==> src/rtl/byte_stuff_framer_crc16_core_defines.svh <==
// ----------------------------------------------------------------------------
// byte_stuff_framer_crc16_core_defines.svh
// Assertion macros for the byte stuffing framer, compiled out with NO_ASSERTIONS
// ----------------------------------------------------------------------------
`ifndef BYTE_STUFF_FRAMER_CRC16_CORE_DEFINES_SVH
`define BYTE_STUFF_FRAMER_CRC16_CORE_DEFINES_SVH

`ifndef NO_ASSERTIONS
// same-cycle implication, checked out of reset
`define BSF_ASSERT_NOW(label, ante, cons) \
  label: assert property (@(posedge clk) disable iff (!rst_n) (ante) |-> (cons)) \
    else $error("framer assertion failed");
// next-cycle implication, checked out of reset
`define BSF_ASSERT_NEXT(label, ante, cons) \
  label: assert property (@(posedge clk) disable iff (!rst_n) (ante) |=> (cons)) \
    else $error("framer assertion failed");
`else
`define BSF_ASSERT_NOW(label, ante, cons)
`define BSF_ASSERT_NEXT(label, ante, cons)
`endif

`endif

==> src/rtl/bsf_crc_pkg.sv <==
// ----------------------------------------------------------------------------
// bsf_crc_pkg
// Constants, byte select type and crc update function for the framer
// ----------------------------------------------------------------------------
package bsf_crc_pkg;

  localparam logic [7:0]  ESC_BYTE  = 8'h7D;
  localparam logic [7:0]  FLAG_BYTE = 8'h7E;
  localparam logic [7:0]  ESC_XOR   = 8'h20;
  localparam logic [15:0] CRC_POLY  = 16'h8408;
  localparam logic [15:0] CRC_MASK  = 16'hFFFF;
  localparam logic [15:0] CRC_RESET = 16'hFFFF;

  // which byte of the held transaction is being sent
  typedef enum logic [2:0] {
    SEL_DATA = 3'b001,
    SEL_LO   = 3'b010,
    SEL_HI   = 3'b100
  } sel_t;

  // reflected crc-16, one byte folded in lsb first
  function automatic logic [15:0] crc_fold(input logic [15:0] crc, input logic [7:0] b);
    logic [15:0] c;
    c = crc ^ {8'h00, b};
    for (int k = 0; k < 8; k++) begin
      if (c[0]) begin
        c = (c >> 1) ^ CRC_POLY;
      end else begin
        c = c >> 1;
      end
    end
    return c;
  endfunction

endpackage

==> src/rtl/byte_stuff_framer_crc16_core.sv <==
// ----------------------------------------------------------------------------
// byte_stuff_framer_crc16_core
// Byte stuffing framer: passes payload bytes through, appends the inverted
// reflected crc-16 after the last byte, escapes 0x7D/0x7E as 0x7D, byte^0x20
// ----------------------------------------------------------------------------
//  channel | direction | handshake           | payload
//  --------+-----------+---------------------+-------------------------------
//  in      | input     | in_valid/in_ready   | in_data_byte, in_frame_end
//  out     | output    | out_valid/out_ready | out_byte, out_item_last,
//          |           |                     | out_frame_last
//  cfg     | input     | cfg_we              | cfg_wdata (crc seed)
//
//  One output byte per cycle from the output register. A transaction makes 1
//  to 6 output bytes, held in the byte sequencer until the last one is sent;
//  a plain byte with no frame end sustains one transaction per cycle.
//  The crc is updated in the accepting cycle; a new transaction is taken in
//  the cycle the held one sends its last byte. Out stalls hold the output
//  register and, through it, the sequencer and in_ready.
//  Reset is synchronous: seed and crc return to 0xFFFF, no bytes pending.
// ----------------------------------------------------------------------------
`include "byte_stuff_framer_crc16_core_defines.svh"

module byte_stuff_framer_crc16_core
  import bsf_crc_pkg::*;
(
  input  logic        clk,
  input  logic        rst_n,
  input  logic        in_valid,
  output logic        in_ready,
  input  logic [7:0]  in_data_byte,
  input  logic        in_frame_end,
  output logic        out_valid,
  input  logic        out_ready,
  output logic [7:0]  out_byte,
  output logic        out_item_last,
  output logic        out_frame_last,
  input  logic        cfg_we,
  input  logic [15:0] cfg_wdata
);

  logic [15:0] seed_r;
  logic [15:0] crc_r;
  logic [15:0] crc_nxt;

  // held transaction
  logic        item_valid_r;
  logic [7:0]  item_data_r;
  logic [15:0] item_fcs_r;
  logic        item_end_r;
  sel_t        item_sel_r;
  logic        item_esc_r;

  logic        out_valid_r;
  logic [7:0]  out_byte_r;
  logic        out_item_last_r;
  logic        out_frame_last_r;

  logic [7:0]  cur_byte;
  logic        cur_needs_esc;
  logic        byte_done;
  logic [7:0]  emit_byte;
  logic        emit_item_last;
  logic        emit_frame_last;
  logic        load_out;
  logic        advance;
  logic        in_accept;
  logic [15:0] fold_w;

  // seed register
  always_ff @(posedge clk) begin
    if (!rst_n) begin
      seed_r <= CRC_RESET;
    end else if (cfg_we) begin
      seed_r <= cfg_wdata;
    end
  end

  // crc update on accept, reload from seed at frame end
  assign fold_w = crc_fold(crc_r, in_data_byte);

  always_comb begin
    crc_nxt = crc_r;
    if (in_accept) begin
      crc_nxt = in_frame_end ? seed_r : fold_w;
    end
  end

  always_ff @(posedge clk) begin
    if (!rst_n) begin
      crc_r <= CRC_RESET;
    end else begin
      crc_r <= crc_nxt;
    end
  end

  // current byte of the held transaction and its escaping
  always_comb begin
    unique case (item_sel_r)
      SEL_DATA: cur_byte = item_data_r;
      SEL_LO:   cur_byte = item_fcs_r[7:0];
      SEL_HI:   cur_byte = item_fcs_r[15:8];
      default:  cur_byte = item_data_r;
    endcase
  end

  assign cur_needs_esc   = (cur_byte == ESC_BYTE) || (cur_byte == FLAG_BYTE);
  assign byte_done       = !(cur_needs_esc && !item_esc_r);
  assign emit_byte       = !byte_done ? ESC_BYTE :
                           (cur_needs_esc ? (cur_byte ^ ESC_XOR) : cur_byte);
  assign emit_frame_last = byte_done && (item_sel_r == SEL_HI);
  assign emit_item_last  = byte_done &&
                           ((item_sel_r == SEL_HI) ||
                            ((item_sel_r == SEL_DATA) && !item_end_r));

  // handshake
  assign load_out  = !out_valid_r || out_ready;
  assign advance   = item_valid_r && load_out;
  assign in_ready  = !item_valid_r || (advance && emit_item_last);
  assign in_accept = in_valid && in_ready;

  // byte sequencer
  always_ff @(posedge clk) begin
    if (!rst_n) begin
      item_valid_r <= 1'b0;
      item_sel_r   <= SEL_DATA;
      item_esc_r   <= 1'b0;
    end else if (in_accept) begin
      item_valid_r <= 1'b1;
      item_sel_r   <= SEL_DATA;
      item_esc_r   <= 1'b0;
    end else if (advance) begin
      if (!byte_done) begin
        item_esc_r <= 1'b1;
      end else if (emit_item_last) begin
        item_valid_r <= 1'b0;
      end else begin
        item_esc_r <= 1'b0;
        unique case (item_sel_r)
          SEL_DATA: item_sel_r <= SEL_LO;
          SEL_LO:   item_sel_r <= SEL_HI;
          SEL_HI:   item_sel_r <= SEL_HI;
          default:  item_sel_r <= SEL_DATA;
        endcase
      end
    end
  end

  // transaction payload, no reset needed
  always_ff @(posedge clk) begin
    if (in_accept) begin
      item_data_r <= in_data_byte;
      item_fcs_r  <= fold_w ^ CRC_MASK;
      item_end_r  <= in_frame_end;
    end
  end

  // output register
  always_ff @(posedge clk) begin
    if (!rst_n) begin
      out_valid_r <= 1'b0;
    end else if (load_out) begin
      out_valid_r <= item_valid_r;
    end
  end

  always_ff @(posedge clk) begin
    if (load_out) begin
      out_byte_r       <= emit_byte;
      out_item_last_r  <= emit_item_last;
      out_frame_last_r <= emit_frame_last;
    end
  end

  assign out_valid      = out_valid_r;
  assign out_byte       = out_byte_r;
  assign out_item_last  = out_item_last_r;
  assign out_frame_last = out_frame_last_r;

  // checks
  `BSF_ASSERT_NOW(a_frame_last_ends_item, out_valid_r && out_frame_last_r, out_item_last_r)
  `BSF_ASSERT_NOW(a_escape_not_last, out_valid_r && out_byte_r == ESC_BYTE, !out_item_last_r)
  `BSF_ASSERT_NOW(a_esc_phase_needs_esc, item_valid_r && item_esc_r, cur_needs_esc)
  `BSF_ASSERT_NEXT(a_crc_reload, in_accept && in_frame_end, crc_r == $past(seed_r))

endmodule
==> config.mk <==
export PLATFORM = sky130hd
export DESIGN_NAME = byte_stuff_framer_crc16_core
export DESIGN_NICKNAME = d
export VERILOG_FILES = /design/src/rtl/bsf_crc_pkg.sv /design/src/rtl/byte_stuff_framer_crc16_core.sv
export VERILOG_INCLUDE_DIRS = /design/src /design/src/rtl
export SDC_FILE = /design/constraint.sdc
export NUM_CORES = 1
export LEC_CHECK = 0
export ABC_AREA = 1
export BUFFER_PORTS_ARGS = -buffer_cell sky130_fd_sc_hd__buf_2
export CAP_MARGIN = 15
export CORE_UTILIZATION = 61
export DETAILED_ROUTE_END_ITERATION = 16
export HOLD_SLACK_MARGIN = 0.02
export PLACE_DENSITY = 0.87
export SETUP_SLACK_MARGIN = 0.02
export SKIP_CTS_REPAIR_TIMING = 1
export SLEW_MARGIN = 20
export SYNTH_ARGS = -nofsm -noshare
export SYNTH_HDL_FRONTEND = slang
export SYNTH_SLANG_ARGS = --single-unit
==> constraint.sdc <==
create_clock -name clk -period 7 [get_ports clk]
set_input_delay 0.7 -clock clk [delete_from_list [all_inputs] [get_ports clk]]
set_output_delay 0.7 -clock clk [all_outputs]
set_load 0.02 [all_outputs]
==> metrics.cfg, run 1 <==
[worst_setup_path]
worst-path-buf-inv = 2
endpoint_kind = flop
cp-start-kind = flop
cp.required_ns = 6.97
r2r_slack_ns = 3.96
crit_arrival_ns = 3.01
cp_max_fo = 25
slowest_delay_ns = 0.71
path_cells = nor2_4, nand2_4, nand2_4, o21ai_0, nand2_1, inv_1, nor2_2, nand3_2, nand3_2, nand2_4, nand2_4, inv_1
path_common_cell = nand2_4
path_class = flop to flop
crit_slowest_cell = inv_1
critPathTopFamily = simple AND/OR/NAND/NOR gates

[sta]
min_period_ns = 3.042
max_slew_margin = 0.4054
tightest_slew_ns = 0.8910
fin_skew_ns = 0.008055
fin_setup_tns_ns = 0
slew_violations = 0
rsz0062_at_grt = no
fin_ws_ns = 3.958
setup-violations-final = 0
hold_viol_final = 0
min_period_over_period = 0.4345
fmax_mhz = 328.8

[run]
maxCapViolCount = 0

[route]
drt_iter0_drc = 126
vias_per_cell = 5.200
postRouteAntennaNets = 0
drcViolationCount = 0
drt_wl_total_um = 5950
drt_first_pass_iters = 4
wl_per_cell_um = 12.91
vias = 2397

[finish]
final_area_mm2 = 0.003607
diodes = 0
nets = 416
area_growth_pct = 11.40
n_fill_cell = 393
drive_gt1_frac = 0.1969
seqCellArea_mm2 = 0.001812
multiInputGateArea_mm2 = 0.001222

[floorplanning]
start_util = 0.6340
die_h_um = 74.86
io_pins = 42
dieWidth_um = 74.86
std_cell_rows = 26
core_mm2 = 0.005107
die-area_mm2 = 0.005604

[synth]
ys_seq_area_frac = 0.5595
yosysMostFrequentCell = nand2_1
ys_types = 24
avgSynthCellArea_um2 = 9.225
ys_seq_elements = 73
yosys.area.top_type = edfxtp_1
synth_flop_cell = dfxtp_1
async_flop_share = 0
synth.top_cell.area_share = 0.3246
synth-edff-count = 35
yosys-top-cells-area = edfxtp_1 (32%), dfxtp_1 (23%), nand2_1 (11%)
yosysWarnings = 0
syn_area_mm2 = 0.003238
syn_inst = 351
synthTopCellsByCount = nand2_1 (95), nand3_1 (60), dfxtp_1 (38)
synth_nets = 381

[clock_network]
cts_tree = done
clkSlewWorstSetupHoldPaths_ns = 0.07
cts.sinks = 73
clockRootBuffer = clkbuf_8
cts_buffers = 9
htreeDepth = 3
cts_buffer_depth = 2
clk_latency_ns = 0.34

[global_routing]
overflow = 0
antenna_found_initial = 0
grt_max_degree = 36
first_global_vias = 2137
grt_pass1_wl_um = 9646
grt_usage = 0.2394

[status]
outcome = finished clean

[pwr]
cellPowerDensity_mw_per_mm2 = 272.9
leakage_nw = 1.635
peakVddDrop_mv = 0.1706

[placement]
placed_cell_area_mm2 = 0.003423
dp_hpwl_um = 4238
port_buffers = 41
dp_slack_ns = 3.962
place_congestion = 0.8548

[hold_path]
min_path_type = flop to flop

registers in the layout (all words and copies together), names as in the netlist:
name / count
crc_r: 16
item_valid_r: 1
item_end_r: 1
seed_r: 16
out_frame_last: 1
item_sel_r: 3
out_item_last: 1
out_valid: 1
out_byte: 8
item_data_r: 8
item_esc_r: 1
item_fcs_r: 16
worst reg2reg max path, cell delays in order, from the launching register on:
cell,delay (ns)
dfxtp_1,0.59
nor2_4,0.11
nand2_4,0.11
nand2_4,0.09
o21ai_0,0.22
nand2_1,0.08
inv_1,0.07
nor2_2,0.05
nand3_2,0.10
nand3_2,0.10
nand2_4,0.22
nand2_4,0.21
inv_1,0.71
logic make-up (layout without fill, tap and decap cells):
family          count (synthesis)  after routing  share of synthesized area
buf+inv                        42             82                    0.06298
compound gates                 26             26                    0.04250
flops                          73             73                     0.5595
xor+xnor                       24             24                    0.06491
simple gates                  186            186                     0.2701
layout by cell type, fill, tap and decap left out, drive strengths merged:
cell	count
buf	41
o21ai	24
edfxtp	35
nand2	102
xor2	8
nor3	1
a21oi	2
nand3	64
dfxtp	38
xnor2	16
inv	25
nor2	19
clkbuf	13
clkinv	3
power by group:
group	leakage, nW	switching, mW	internal (mW)
logic	0.874	0.102	0.0556
registers	0.662	0.0187	0.504
clock network	0.0992	0.147	0.156
layer usage:
metal,track usage,share of wire,vias to the layer above
met5,0,0,-
met4,0.1614,0.039,0
met3,0.06292,0.043,21
met2,0.3974,0.50,89
met1,0.2715,0.42,1063
li1,-,-,1224
stage by stage:
step | utilization | total power, mW | hold WS, ns | std cells
after CTS | 0.7063 | 0.9884 | 0.4629 | 461
after detailed placement | 0.6703 | 0.6889 | 0.4446 | 445
after global routing | 0.7063 | 1.033 | 0.4894 | 461
after floorplan | - | 0.6470 | 0.4287 | 351
final | 0.7063 | 0.9843 | 0.4614 | 461
after global placement | 0.6703 | 0.6822 | 0.4407 | 445
cell type report:
type | count | area share
multi-input combinational | 236 | 0.3389
clock buffer | 13 | 0.04683
clock inverter | 3 | 0.004162
sequential | 73 | 0.5023
inverter | 25 | 0.02671
tap | 70 | 0.02428
timing repair buffer | 41 | 0.05689
final timing paths:
kind                 startpoint              to  cells past startpoint
setup / recovery  item_sel_r[2]  item_fcs_r[13]                     12
hold reg to reg       seed_r[7]       seed_r[7]                      2
setup reg to reg  item_sel_r[2]  item_fcs_r[13]                     12
hold / removal        seed_r[7]       seed_r[7]                      2
(Power assumes the default switching activity.)
==> inputs of run 2 (changes only) <==
--- a/config.mk
+++ b/config.mk
@@ -6,13 +6,13 @@
 export SDC_FILE = /design/constraint.sdc
 export NUM_CORES = 1
 export LEC_CHECK = 0
-export ABC_AREA = 1
+export ABC_AREA = 0
 export BUFFER_PORTS_ARGS = -buffer_cell sky130_fd_sc_hd__buf_2
 export CAP_MARGIN = 15
-export CORE_UTILIZATION = 61
+export CORE_UTILIZATION = 57
 export DETAILED_ROUTE_END_ITERATION = 16
 export HOLD_SLACK_MARGIN = 0.02
-export PLACE_DENSITY = 0.87
+export PLACE_DENSITY = 0.82
 export SETUP_SLACK_MARGIN = 0.02
 export SKIP_CTS_REPAIR_TIMING = 1
 export SLEW_MARGIN = 20
==> constraint.sdc (replaced) <==
create_clock -name clk -period 3 [get_ports clk]
set_input_delay 0.3 -clock clk [delete_from_list [all_inputs] [get_ports clk]]
set_output_delay 0.3 -clock clk [all_outputs]
set_load 0.02 [all_outputs]
==> metrics.cfg, run 2 <==
[worst_setup_path]
cp.required_ns = 2.70  ; was 6.97 ns
r2r-start = item_sel_r[1]  ; was item_sel_r[2]
timing.rr.end = item_fcs_r[5]  ; was item_fcs_r[13]
endpoint_kind = primary output  ; was flop
r2r_slack_ns = 0.28  ; was 3.96 ns
r2r_cells = 6  ; was 12
crit_arrival_ns = 2.48  ; was 3.01 ns
cp-start-kind = flop  ; unchanged
path_class = flop to primary output  ; was flop to flop
cp_max_fo = 13  ; was 25

[route]
vias = 2284  ; was 2397
vias_per_cell = 5.336  ; was 5.200
wl_per_cell_um = 14.68  ; was 12.91 µm
drt_wl_total_um = 6285  ; was 5950 µm
postRouteAntennaNets = 0  ; unchanged
drt_iter0_drc = 98  ; was 126
drt_first_pass_iters = 4  ; unchanged
drcViolationCount = 0  ; unchanged

[synth]
syn_area_mm2 = 0.003395  ; was 0.003238 mm²
syn_inst = 313  ; was 351
yosys.area.top_type = edfxtp_1  ; unchanged
async_flop_share = 0  ; unchanged
yosysMostFrequentCell = dfxtp_1  ; was nand2_1
synth-edff-count = 35  ; unchanged
ys_seq_area_frac = 0.5337  ; was 0.5595
yosys-top-cells-area = edfxtp_1 (31%), dfxtp_1 (22%), mux2i_1 (6.8%)  ; was edfxtp_1 (32%), dfxtp_1 (23%), nand2_1 (11%)
synth_nets = 343  ; was 381
yosysWarnings = 0  ; unchanged
avgSynthCellArea_um2 = 10.85  ; was 9.225 µm²
synthTopCellsByCount = dfxtp_1 (38), edfxtp_1 (35), nand2_1 (31)  ; was nand2_1 (95), nand3_1 (60), dfxtp_1 (38)
ys_seq_elements = 73  ; unchanged
synth.top_cell.area_share = 0.3096  ; was 0.3246
synth_flop_cell = dfxtp_1  ; unchanged
ys_types = 40  ; was 24

[run]
maxCapViolCount = 0  ; unchanged

[global_routing]
overflow = 0  ; unchanged
grt_max_degree = 26  ; was 36
grt_pass1_wl_um = 10160  ; was 9646 µm
first_global_vias = 2167  ; was 2137
antenna_found_initial = 0  ; unchanged
grt_usage = 0.2224  ; was 0.2394

[clock_network]
htreeDepth = 3  ; unchanged
clk_latency_ns = 0.35  ; was 0.34 ns
cts_tree = done  ; unchanged
cts_buffer_depth = 2  ; unchanged
cts.sinks = 73  ; unchanged
clkSlewWorstSetupHoldPaths_ns = 0.07  ; about the same
cts_buffers = 9  ; unchanged
clockRootBuffer = clkbuf_8  ; unchanged

[floorplanning]
std_cell_rows = 27  ; was 26
die_h_um = 79.17  ; was 74.86 µm
dieWidth_um = 79.17  ; was 74.86 µm
die-area_mm2 = 0.006268  ; was 0.005604 mm²
io_pins = 42  ; unchanged
core_mm2 = 0.005608  ; was 0.005107 mm²
start_util = 0.6053  ; was 0.6340

[hold_path]
min_path_cells = 1  ; was 2
hp-start = in_data_byte[1]  ; was seed_r[7]
min_path_type = primary input to flop  ; was flop to flop
min_to = item_data_r[1]  ; was seed_r[7]

[finish]
area_growth_pct = 13.23  ; was 11.40%
final_util = 0.6854  ; was 0.7063
diodes = 0  ; unchanged
n_fill_cell = 449  ; was 393
nets = 381  ; was 416
final_cells = 428  ; was 461
reg_top3 = crc_r x16, item_fcs_r x16, seed_r x16  ; unchanged
drive_gt1_frac = 0.2051  ; was 0.1969
final_cell_mix = buf_2 (41), dfxtp_1 (37), edfxtp_1 (35)  ; was nand2_1 (95), nand3_1 (60), buf_2 (41)
final_area_mm2 = 0.003844  ; was 0.003607 mm²
layout_commonest_cell = buf_2  ; was nand2_1

[sta]
min_period_over_period = 0.9258
fin_setup_tns_ns = 0  ; unchanged
setup-violations-final = 0  ; unchanged
slew_violations = 0  ; unchanged
hold_viol_final = 0  ; unchanged
fin_ws_ns = 0.2226  ; was 3.958 ns
rsz0062_at_grt = yes  ; was no
fin_skew_ns = 0.004342  ; was 0.008055 ns
min_period_ns = 2.777
fin_hold_ws_ns = 0.1503  ; was 0.4614 ns
tightest_slew_ns = 0.8879  ; was 0.8910 ns
max_slew_margin = 0.4074  ; was 0.4054
fmax_mhz = 360.1

[pwr]
cellPowerDensity_mw_per_mm2 = 634.6  ; was 272.9 mW/mm²
leakage_nw = 1.552  ; was 1.635 nW
p_total_mw = 2.439  ; was 0.9843 mW
peakVddDrop_mv = 0.3814  ; was 0.1706 mV

[placement]
dp_slack_ns = 0.2501  ; was 3.962 ns
place_congestion = 0.8359  ; was 0.8548
placed_cell_area_mm2 = 0.003643  ; was 0.003423 mm²
port_buffers = 41  ; unchanged
dp.cells = 412  ; was 445
dp_hpwl_um = 4475  ; was 4238 µm

[status]
outcome = finished clean  ; unchanged

==> run 2: cell types whose count changed after synthesis, sizes merged, moves of 9 or more <==
cell | before | now
o21ai | 24 | 11
mux2i | 0 | 23
inv | 25 | 14
nand2 | 102 | 31
nand3 | 64 | 2
mux2 | 0 | 14
o311ai | 0 | 9
nand2b | 0 | 13
nor2b | 0 | 11
==> run 2: area by class of cell <==
class | instances | area (µm²) | area share
Multi-Input combinational cell | 205 | 1450 | 0.3773
Inverter | 15 | 56.30 | 0.01465
Tap cell | 72 | 90.09 | 0.02344
Clock inverter | 2 | 11.26 | 0.002930
Clock buffer | 14 | 172.7 | 0.04492
Sequential cell | 73 | 1813 | 0.4717
Timing Repair Buffer | 47 | 250.2 | 0.06510
==> run 2: logic make-up after synthesis <==
family                    share of synthesized area
muxes                                        0.1143
xor gates and xnor gates                    0.06450
DFF                                          0.5337
and+or+nand+nor                              0.1356
buffers and inverters                       0.04349
AOI/OAI and AO/OA                            0.1084
==> run 2: worst max-delay path by stage <==
stage	start	to	slack [ns]
4_1_cts	item_sel_r[1]	in_ready	0.20
6_report	item_sel_r[0]	in_ready	0.22
3_3_place_gp	item_sel_r[1]	item_data_r[5]	0.38
2_1_floorplan	item_sel_r[2]	item_data_r[0]	0.51
3_5_place_dp	item_sel_r[1]	item_data_r[0]	0.25
5_1_grt	item_sel_r[1]	item_fcs_r[11]	-0.009
==> run 2: metal layers <==
metal  track usage  routed length [µm]  up-vias
met4        0.1127                 142        0
li1              -                   -     1165
met2        0.3672                3044       44
met1        0.2545                2849     1064
met5             0                   0        -
met3       0.07701                 248       11
==> run 2: power breakdown <==
group          internal [mW]  leakage, nW  total, mW  switching, mW
sequential              1.22        0.666       1.28         0.0652
combinational          0.187        0.789      0.441          0.254
clock                  0.368       0.0970      0.716          0.348
==> run 2: critical path, cell delays in order (launching register included) <==
cell and delay (ns):
dfxtp_1 0.51, buf_4 0.25, nor3_1 0.07, o21ai_1 0.13
o311ai_1 0.15, nor4b_2 0.35, nand4b_1 0.18, buf_4 0.21
nand3_1 0.07, nand2_1 0.05, buf_2 0.16
==> inputs of run 3 (changes only) <==
--- a/config.mk
+++ b/config.mk
@@ -7,12 +7,13 @@
 export NUM_CORES = 1
 export LEC_CHECK = 0
 export ABC_AREA = 0
-export BUFFER_PORTS_ARGS = -buffer_cell sky130_fd_sc_hd__buf_2
+export BUFFER_PORTS_ARGS = -buffer_cell sky130_fd_sc_hd__buf_4
 export CAP_MARGIN = 15
-export CORE_UTILIZATION = 57
+export CORE_UTILIZATION = 60
+export CTS_BUF_LIST = sky130_fd_sc_hd__clkbuf_8
 export DETAILED_ROUTE_END_ITERATION = 16
 export HOLD_SLACK_MARGIN = 0.02
-export PLACE_DENSITY = 0.82
+export PLACE_DENSITY = 0.88
 export SETUP_SLACK_MARGIN = 0.02
 export SKIP_CTS_REPAIR_TIMING = 1
 export SLEW_MARGIN = 20
==> metrics.cfg, run 3 (synthesis gave the netlist of run 2 again) <==
[status]
outcome = finished clean  ; unchanged

[sta]
fin_hold_ws_ns = 0.1449  ; was 0.1503 ns
hold_viol_final = 0  ; unchanged
fin_skew_ns = 0.006123  ; was 0.004342 ns
fin_ws_ns = 0.2314  ; was 0.2226 ns
tightest_slew_ns = 0.8718  ; was 0.8879 ns
max_slew_margin = 0.4181  ; was 0.4074
min_period_over_period = 0.9229  ; was 0.9258
fmax_mhz = 361.2  ; was 360.1 MHz
slew_violations = 0  ; unchanged
rsz0062_at_grt = yes  ; unchanged
setup-violations-final = 0  ; unchanged
min_period_ns = 2.769  ; was 2.777 ns

[finish]
seqCellArea_mm2 = 0.001812  ; was 0.001813 mm²
diodes = 0  ; unchanged
area_growth_pct = 15.59  ; was 13.23%
layout_commonest_cell = buf_4  ; was buf_2
nets = 380  ; was 381
multiInputGateArea_mm2 = 0.001435  ; was 0.001450 mm²
final_util = 0.7170  ; was 0.6854
reg_top3 = crc_r x16, item_fcs_r x16, seed_r x16  ; unchanged
final_cell_mix = buf_4 (46), dfxtp_1 (38), edfxtp_1 (35)  ; was buf_2 (41), dfxtp_1 (37), edfxtp_1 (35)
n_fill_cell = 413  ; was 449
final_cells = 427  ; was 428
drive_gt1_frac = 0.1972  ; was 0.2051

[placement]
dp_hpwl_um = 4519  ; was 4475 µm
port_buffers = 41  ; unchanged
place_congestion = 0.8092  ; was 0.8359
dp.cells = 411  ; was 412
dp_slack_ns = 0.2973  ; was 0.2501 ns

[worst_setup_path]
crit_slowest_cell = dfxtp_1  ; unchanged
path_cells = nand2b_1, o311ai_1, nor4b_2, nand4b_1, buf_4, nand3_1, nand2_1, buf_4  ; was buf_4, nor3_1, o21ai_1, o311ai_1, nor4b_2, nand4b_1, buf_4, nand3_1, nand2_1, buf_2
worst-path-buf-inv = 2  ; was 3
critPathTopFamily = simple AND/OR/NAND/NOR gates  ; unchanged
crit_arrival_ns = 2.47  ; was 2.48 ns
timing.rr.end = item_fcs_r[10]  ; was item_fcs_r[5]
r2r_slack_ns = 0.25  ; was 0.28 ns
slowest_delay_ns = 0.54  ; was 0.51 ns
path_class = flop to primary output  ; unchanged
endpoint_kind = primary output  ; unchanged
path_common_cell = buf_4  ; unchanged
cp-start-kind = flop  ; unchanged
cp.required_ns = 2.70  ; about the same
cp_max_fo = 12  ; was 13
r2r_cells = 6  ; unchanged
r2r-start = item_sel_r[0]  ; was item_sel_r[1]

[hold_path]
min_to = item_data_r[4]  ; was item_data_r[1]
min_path_type = primary input to flop  ; unchanged
hp-start = in_data_byte[4]  ; was in_data_byte[1]
min_path_cells = 1  ; unchanged

[clock_network]
clk_latency_ns = 0.34  ; was 0.35 ns
cts_buffers = 9  ; unchanged
clkSlewWorstSetupHoldPaths_ns = 0.08  ; was 0.07 ns
clockRootBuffer = clkbuf_8  ; unchanged
cts_tree = done  ; unchanged
cts_buffer_depth = 2  ; unchanged
htreeDepth = 3  ; unchanged
cts.sinks = 73  ; unchanged

[global_routing]
antenna_found_initial = 0  ; unchanged
grt_pass1_wl_um = 10650  ; was 10160 µm
grt_usage = 0.2347  ; was 0.2224
first_global_vias = 2277  ; was 2167
overflow = 0  ; unchanged
grt_max_degree = 46  ; was 26

[floorplanning]
die-area_mm2 = 0.005962  ; was 0.006268 mm²
start_util = 0.6203  ; was 0.6053
std_cell_rows = 27  ; unchanged
io_pins = 42  ; unchanged
dieWidth_um = 77.22  ; was 79.17 µm
die_h_um = 77.22  ; was 79.17 µm
core_mm2 = 0.005473  ; was 0.005608 mm²

[route]
highest_layer = met4  ; unchanged
drt_iter0_drc = 181  ; was 98
drt_first_pass_iters = 4  ; unchanged
vias = 2358  ; was 2284
wl_per_cell_um = 14.60  ; was 14.68 µm
drt-met1-wl_um = 2624  ; was 2849 µm
vias_per_cell = 5.522  ; was 5.336
drt_wl_total_um = 6233  ; was 6285 µm
postRouteAntennaNets = 0  ; unchanged
met3WireLength_um = 281  ; was 248 µm
drcViolationCount = 0  ; unchanged
wl_met2_um = 3048  ; was 3044 µm

[pwr]
clkPwrFrac = 0.299  ; was 0.294
p_total_mw = 2.469  ; was 2.439 mW
peakVddDrop_mv = 0.4295  ; was 0.3814 mV
switching_share = 0.2721  ; was 0.2737
net-switching-power_mw = 0.6717  ; was 0.6676 mW
p_comb_frac = 0.185  ; was 0.181
leakage_nw = 1.585  ; was 1.552 nW
cellPowerDensity_mw_per_mm2 = 629.1  ; was 634.6 mW/mm²
internal_power_mw = 1.797  ; was 1.772 mW
power_frac_seq = 0.516  ; was 0.525

[run]
maxCapViolCount = 0  ; unchanged

## run 3: cell count changes in the layout (fill, tap and decap cells not counted), sizes merged
cell | before | now
bufinv | 0 | 1
clkbuf | 14 | 9
clkinv | 2 | 4
inv | 15 | 17
buf | 47 | 46
## run 3: per-layer routing
metal	vias to the layer above	track usage
met5	-	0
met4	0	0.1566
met3	22	0.04524
met2	73	0.3850
met1	1096	0.2785
li1	1167	-
## run 3: worst max path at each step
stage / start / endpoint / slack [ns] / cells after the start
after floorplan: item_sel_r[2] / item_data_r[0] / 0.51 / 6
after global placement: item_sel_r[0] / item_data_r[1] / 0.41 / 6
after detailed placement: item_sel_r[0] / item_data_r[6] / 0.30 / 6
after CTS: item_sel_r[0] / in_ready / 0.24 / 8
after global routing: item_sel_r[0] / item_data_r[6] / -0.04 / 6
final: item_sel_r[0] / in_ready / 0.23 / 8
## run 3: power by group through the flow
stage               registers (mW)  logic, mW  clock network, mW
floorplan                     1.30      0.315                  0
global placement              1.29      0.447                  0
detailed placement            1.30      0.458                  0
CTS                           1.28      0.461              0.748
global route                  1.29      0.503              0.799
finish                        1.27      0.456              0.738
## run 3: final cells by class
cell class              count  area share
clock buffers               9     0.03157
clock inverters             7     0.01563
inverters                  15     0.01435
multi-input cells         205      0.3658
flip-flops and latches     73      0.4617
well taps                  72     0.02296
repair buffers             46     0.08801
## run 3: per-stage QoR
stage	area, µm²	TNS, ns
6_report	3924	0
5_1_grt	3924	-0.8750
4_1_cts	3924	0
3_5_place_dp	3739	0
3_3_place_gp	3739	0
2_1_floorplan	3395	0
